File: config.mk
export PLATFORM = sky130hd
export DESIGN_NAME = csrmv_ctrl
export DESIGN_NICKNAME = d
export VERILOG_FILES = /design/src/hdl/csrmv_pkg.sv /design/src/hdl/csrmv_ctrl.sv
export SDC_FILE = /design/constraint.sdc
export NUM_CORES = 1
export LEC_CHECK = 0
export ABC_AREA = 0
export BUFFER_PORTS_ARGS = -buffer_cell sky130_fd_sc_hd__buf_2
export CAP_MARGIN = 30
export CORE_AREA = 2 2 39 41
export DETAILED_ROUTE_END_ITERATION = 10
export DIE_AREA = 0 0 41 43
export PLACE_DENSITY = 0.33
export SLEW_MARGIN = 20
export SYNTH_ARGS = -nofsm -noshare
export SYNTH_HDL_FRONTEND = slang
export SYNTH_SLANG_ARGS = --single-unit
File: constraint.sdc
create_clock -name i_clk -period 0.9 [get_ports i_clk]
set_clock_uncertainty 0.1 [all_clocks]
set_input_delay 0 -clock i_clk [delete_from_list [all_inputs] [get_ports i_clk]]
set_output_delay 0 -clock i_clk [all_outputs]
set_load 0.03 [all_outputs]
File: src/hdl/csrmv_pkg.sv
// Shared types and constants for the compressed-row sparse matrix-vector unit.
// Used by csrmv_ctrl, csrmv_dp and the top level; depends on nothing else.
`default_nettype none

package csrmv_pkg;

    // Fixed field widths of the item and result ports.
    localparam int REQ_W      = 2;
    localparam int IDX_W      = 10;
    localparam int VAL_W      = 32;
    localparam int PTR_W      = 32;
    localparam int ROWCNT_W   = 13;
    localparam int COLCNT_W   = 11;
    localparam int RIDX_W     = 12;
    localparam int CFG_IDX_W  = 1;
    localparam int CFG_DATA_W = 13;
    // Wide enough for either parameter's full range.
    localparam int LIM_W      = 17;

    // Request type codes.
    localparam logic [REQ_W-1:0] REQ_LOAD = 2'd0;
    localparam logic [REQ_W-1:0] REQ_PTR  = 2'd1;
    localparam logic [REQ_W-1:0] REQ_NZ   = 2'd2;

    // Configuration register indexes.
    localparam logic [CFG_IDX_W-1:0] CFG_ROW_COUNT = 1'd0;
    localparam logic [CFG_IDX_W-1:0] CFG_COL_COUNT = 1'd1;

    // Commands from the controller to the datapath.
    typedef struct packed {
        logic load;     // store a vector entry
        logic ptr;      // handle a row pointer
        logic nz_read;  // capture a nonzero and read its vector entry
        logic mul;      // form the product
        logic acc;      // accumulate and finish the row if it is done
    } t_dp_cmd;

    // Status from the datapath to the controller.
    typedef struct packed {
        logic row_open;
    } t_dp_status;

endpackage

`default_nettype wire

File: src/hdl/csrmv_ctrl.sv
// Controller state machine: accepts items and sequences a nonzero through
// table read, multiply and accumulate. Depends on csrmv_pkg.
`default_nettype none

module csrmv_ctrl (
    input  wire logic                         i_clk,
    input  wire logic                         i_rst_n,
    input  wire logic                         start,
    input  wire logic [1:0]                   i_req_type,
    input  wire csrmv_pkg::t_dp_status        i_status,
    output csrmv_pkg::t_dp_cmd                o_cmd,
    output logic                              busy
);
    import csrmv_pkg::*;

    typedef enum logic [1:0] {
        S_IDLE,
        S_READ,
        S_MUL
    } t_state;

    t_state r_state, n_state;
    logic   r_busy, n_busy;
    logic   accept;
    logic   is_nz;

    assign accept = start && (r_state == S_IDLE);

    always_comb begin
        o_cmd   = '0;
        is_nz   = 1'b0;
        case (i_req_type)
            REQ_LOAD: o_cmd.load = accept;
            REQ_PTR:  o_cmd.ptr  = accept;
            REQ_NZ:   is_nz      = 1'b1;
            default:  is_nz      = 1'b0;
        endcase
        // A nonzero with no open row is dropped at acceptance.
        o_cmd.nz_read = accept && is_nz && i_status.row_open;
        o_cmd.mul     = (r_state == S_READ);
        o_cmd.acc     = (r_state == S_MUL);
    end

    always_comb begin
        n_state = r_state;
        n_busy  = r_busy;
        case (r_state)
            S_IDLE: begin
                if (o_cmd.nz_read) begin
                    n_state = S_READ;
                    n_busy  = 1'b1;
                end
            end
            S_READ: begin
                n_state = S_MUL;
                n_busy  = 1'b1;
            end
            S_MUL: begin
                n_state = S_IDLE;
                n_busy  = 1'b0;
            end
            default: begin
                n_state = S_IDLE;
                n_busy  = 1'b0;
            end
        endcase
    end

    always_ff @(posedge i_clk) begin
        if (!i_rst_n) begin
            r_state <= S_IDLE;
            r_busy  <= 1'b0;
        end else begin
            r_state <= n_state;
            r_busy  <= n_busy;
        end
    end

    assign busy = r_busy;

    a_read_then_mul: assert property (@(posedge i_clk) disable iff (!i_rst_n)
        (r_state == S_READ) |=> (r_state == S_MUL))
        else $error("read step not followed by multiply step");

    a_no_accept_busy: assert property (@(posedge i_clk) disable iff (!i_rst_n)
        r_busy |-> !(o_cmd.load || o_cmd.ptr || o_cmd.nz_read))
        else $error("item command issued while busy");

    a_busy_matches_state: assert property (@(posedge i_clk) disable iff (!i_rst_n)
        r_busy == (r_state != S_IDLE))
        else $error("busy flag out of step with state");

endmodule

`default_nettype wire

# Word-level counts from Yosys, hierarchy flattened
# Index checks and enable logic that the tools add are counted.
# op_classes
n_eq_ne	5
mux	7
reduce_logical	5
# ops
op	n
== test 2 x 1 -> 1 bit (second input constant)	2
== test 2 bit (second input constant)	2
zero test 2 bit	2
two-way mux 1 bit	4
one-hot mux 2 bit (2 select lines)	1
logical AND 1 bit	3
two-way mux 2 bit	1
inequality test 2 bit (second input constant)	1
one-hot mux 1 bit (2 select lines)	1
# word_totals
register_bits	3
inputBits	6

# Logic depth before layout (Yosys ltp)
# depth
ltp_word	6
ltp_mapped	3
depth_no_buf	2

# Worst setup path before layout
# OpenSTA, ideal clock, no wires.
# synth_path
kind	reg-to-output
start	register r_state[0]
end	output port o_cmd[3] (netlist name)
arrival_ps	1440
path_slack_ps	-640
stages_incl_launch_ff	2
n_path_buf	0
cell_sequence	dfxtp_1 nor4b_1
# synth_lines
item	line	source
start, declared	csrmv_ctrl.sv:22	t_state r_state, n_state;
start signal, assigned	csrmv_ctrl.sv:74	r_state <= n_state;
end, declared	csrmv_ctrl.sv:11	output csrmv_pkg::t_dp_cmd o_cmd,

==> flow_metrics.env <==
export IMPL_outcome="finished with violations"
export IMPL_failed_checks="setup timing"
export IMPL_cpPeakStageDelay_ns=0.37
export IMPL_p_clk_share_pct=50.9
export IMPL_use_met2_pct=8.75
export IMPL_io_pins=12
export IMPL_hold_viol_final=0
export IMPL_tightest_slew_ns=0.208
export IMPL_synthAdderAreaFrac_pct=0
export IMPL_leakagePower_nw=0.175
export IMPL_cts_path_max_buffers=2
export IMPL_synth_top_area_share_pct=38.4
export IMPL_crit_type="flop to output port"
export IMPL_num_vias=206
export IMPL_root_buffer="clkbuf_4"
export IMPL_clock_sinks=3
export IMPL_required_ns=0.80
export IMPL_core_area_um2=1380
export IMPL_pwr_share_comb_pct=20.3
export IMPL_placed_cells=45
export IMPL_p_sw_share_pct=27.1
export IMPL_synthSimpleGateAreaFrac_pct=51.2
export IMPL_dieArea_um2=1760
export IMPL_crit_chain="nor4b_4, buf_6"
export IMPL_grt_pass1_wl_um=703
export IMPL_gr_max_usage_layer="met2"
export IMPL_wl_per_cell_um=11.1
export IMPL_vias_per_cell=3.89
export IMPL_hold_class="input port to flop"
export IMPL_ys_seq_area_share_pct=38.4
export IMPL_power_density_nw_per_um2=1160
export IMPL_drive_gt1_share_pct=86.5
export IMPL_ys_types=12
export IMPL_use_met1_pct=7.03
export IMPL_layout_common_cells="buf_4, buf_2, buf_6"
export IMPL_finalSetupViolCount=7
export IMPL_synth_top_family_by_area="simple AND/OR/NAND/NOR gates"
export IMPL_crit_slowest_cell="dfxtp_4"
export IMPL_stdcell_area_um2=413
export IMPL_rsz0062_at_grt="true"
export IMPL_start_kind="flop"
export IMPL_synth_xor_area_share_pct=0
export IMPL_synth_cells=17
export IMPL_htreeDepth=1
export IMPL_pwr_share_seq_pct=28.8
export IMPL_p_sw_mw=0.130
export IMPL_die_y_um=43
export IMPL_fin_crit_sh_pct=126
export IMPL_cp_end_kind="output port"
export IMPL_tns_ns=-0.897
export IMPL_clk_pin_slew_ns=0.04
export IMPL_rows=14
export IMPL_fin_ws_ns=-0.231
export IMPL_antenna_found_initial=0
export IMPL_synth_area_leaders="dfxtp_1, nand4b_2, nor4b_2, nand2b_1, nor2_1"
export IMPL_slew_headroom_pct=86.1
export IMPL_drc_errors=0
export IMPL_synthMuxAreaShare_pct=0
export IMPL_dr_pass1_iters=1
export IMPL_syn_avg_cell_area_um2=9.20
export IMPL_place_congestion=0.590
export IMPL_seq_area_um2=68.8
export IMPL_worstPathArrival_ns=1.03
export IMPL_drv_cap=0
export IMPL_synth_nets=23
export IMPL_synth_seq_cells=3
export IMPL_synth_compound_area_share_pct=3.20
export IMPL_path_max_fanout=6
export IMPL_grt_max_degree=7
export IMPL_n_fill_cell=149
export IMPL_peakVddDrop_mv=0.388
export IMPL_multi_input_area_um2=158
export IMPL_dpl_cell_area_um2=279
export IMPL_yosysTopAreaCell="dfxtp_1"
export IMPL_syn_cell_area_um2=156
export IMPL_worstHoldPathCells=3
export IMPL_yosysWarnings=0
export IMPL_p_int_mw=0.351
export IMPL_ff2ff_path_depth=2
export IMPL_instances_no_fill=53
export IMPL_routed_wl_um=587
export IMPL_nNetsFinal=44
export IMPL_gr_usage_met3_pct=4.71
export IMPL_syn2layout_area_growth_pct=164
export IMPL_slew_violations=0
export IMPL_grt_pass1_vias=180
export IMPL_clk_latency_ns=0.24
export IMPL_fp_dieW_um=41
export IMPL_max_freq_mhz=884
export IMPL_grt_overflow=0
export IMPL_io_buffer_count=11
export IMPL_drtAntennaViolNets=0
export IMPL_cts_buffers=3
export IMPL_min_period_ns=1.13
export IMPL_grt_usage_pct=7.11
export IMPL_final_common_cell="buf_4"
export IMPL_insertedDiodeCount=0
export IMPL_start_util_pct=11.3
export IMPL_drt_iter0_drc=0
export IMPL_cts_tree="built"
==> through the flow <==
step | hold slack, ns | setup slack, ns | power, mW | utilization (%)
CTS | -0.0291 | -0.251 | 0.484 | 27.0
finish | 0.0106 | -0.231 | 0.481 | 29.8
global route | 0.0265 | -0.314 | 0.505 | 29.8
global placement | 0.178 | -0.0303 | 0.216 | 20.2
detailed placement | 0.183 | -0.0401 | 0.216 | 20.2
floorplan | -0.0528 | -0.0395 | 0.185 | -
==> final timing paths <==
path | startpoint | endpoint | slack (ns)
max reg2reg | r_state[1]$_SDFFE_PN0P_ | r_state[0]$_SDFFE_PN0P_ | -0.03
min | i_status | r_state[0]$_SDFFE_PN0P_ | 0.01
min reg2reg | busy$_SDFFE_PN0P_ | busy$_SDFFE_PN0P_ | 0.41
max | r_state[0]$_SDFFE_PN0P_ | o_cmd[3] | -0.23
==> flip-flops by register name (all words and copies together), names as in the netlist <==
register  count
busy          1
r_state       2
==> worst max-delay path: cells and delay by family, from the launching register on <==
kind / cells / cell delay, ns
flops: 1 / 0.37
simple gates: 1 / 0.27
buf+inv: 1 / 0.16
==> power by group through the flow <==
stage	Sequential, mW	Combinational [mW]	Clock, mW
CTS	0.137	0.0871	0.260
floorplan	0.148	0.0364	0
global placement	0.144	0.0716	0
finish	0.139	0.0977	0.245
global route	0.139	0.104	0.262
detailed placement	0.144	0.0717	0
==> cell families after synthesis <==
| logic type | Yosys count |
|---|---|
| AO/OA/AOI/OAI | 1 |
| buffers and inverters | 2 |
| flip-flops | 3 |
| AND/OR/NAND/NOR | 11 |
==> layer usage <==
layer | vias up | part of all wire [%] | wire length [µm]
li1 | 101 | - | -
met1 | 94 | 39 | 230
met2 | 11 | 50 | 294
met3 | 0 | 11 | 62
met4 | 0 | 0 | 0
met5 | - | 0 | 0
==> layout make-up <==
class / instances / area share [%]
tap: 16 / 4.85
timing repair buffer: 17 / 33.0
inverter: 1 / 0.909
multi-input combinational: 12 / 38.2
clock buffer: 4 / 6.36
sequential: 3 / 16.7
==> cells in the mapped netlist <==
| cell | count |
|---|---|
| nand4b_2 | 1 |
| nor2b_1 | 1 |
| nor2_1 | 3 |
| nor3_1 | 1 |
| a21oi_1 | 1 |
| dfxtp_1 | 3 |
| nor4b_2 | 1 |
| nand2b_1 | 2 |
| buf_4 | 1 |
| inv_1 | 1 |
| nor4b_1 | 1 |
| nor4_1 | 1 |
==> what timing repair did <==
item	in CTS	in global routing
endpoints found under the setup margin	5	7
pin swaps	4	0
endpoints found under the hold margin	3	0
buffers inserted	3	0
gates resized for setup	11	11
cloned	0	0
hold buffers	1	0
Power figures use the tool's default switching activity.
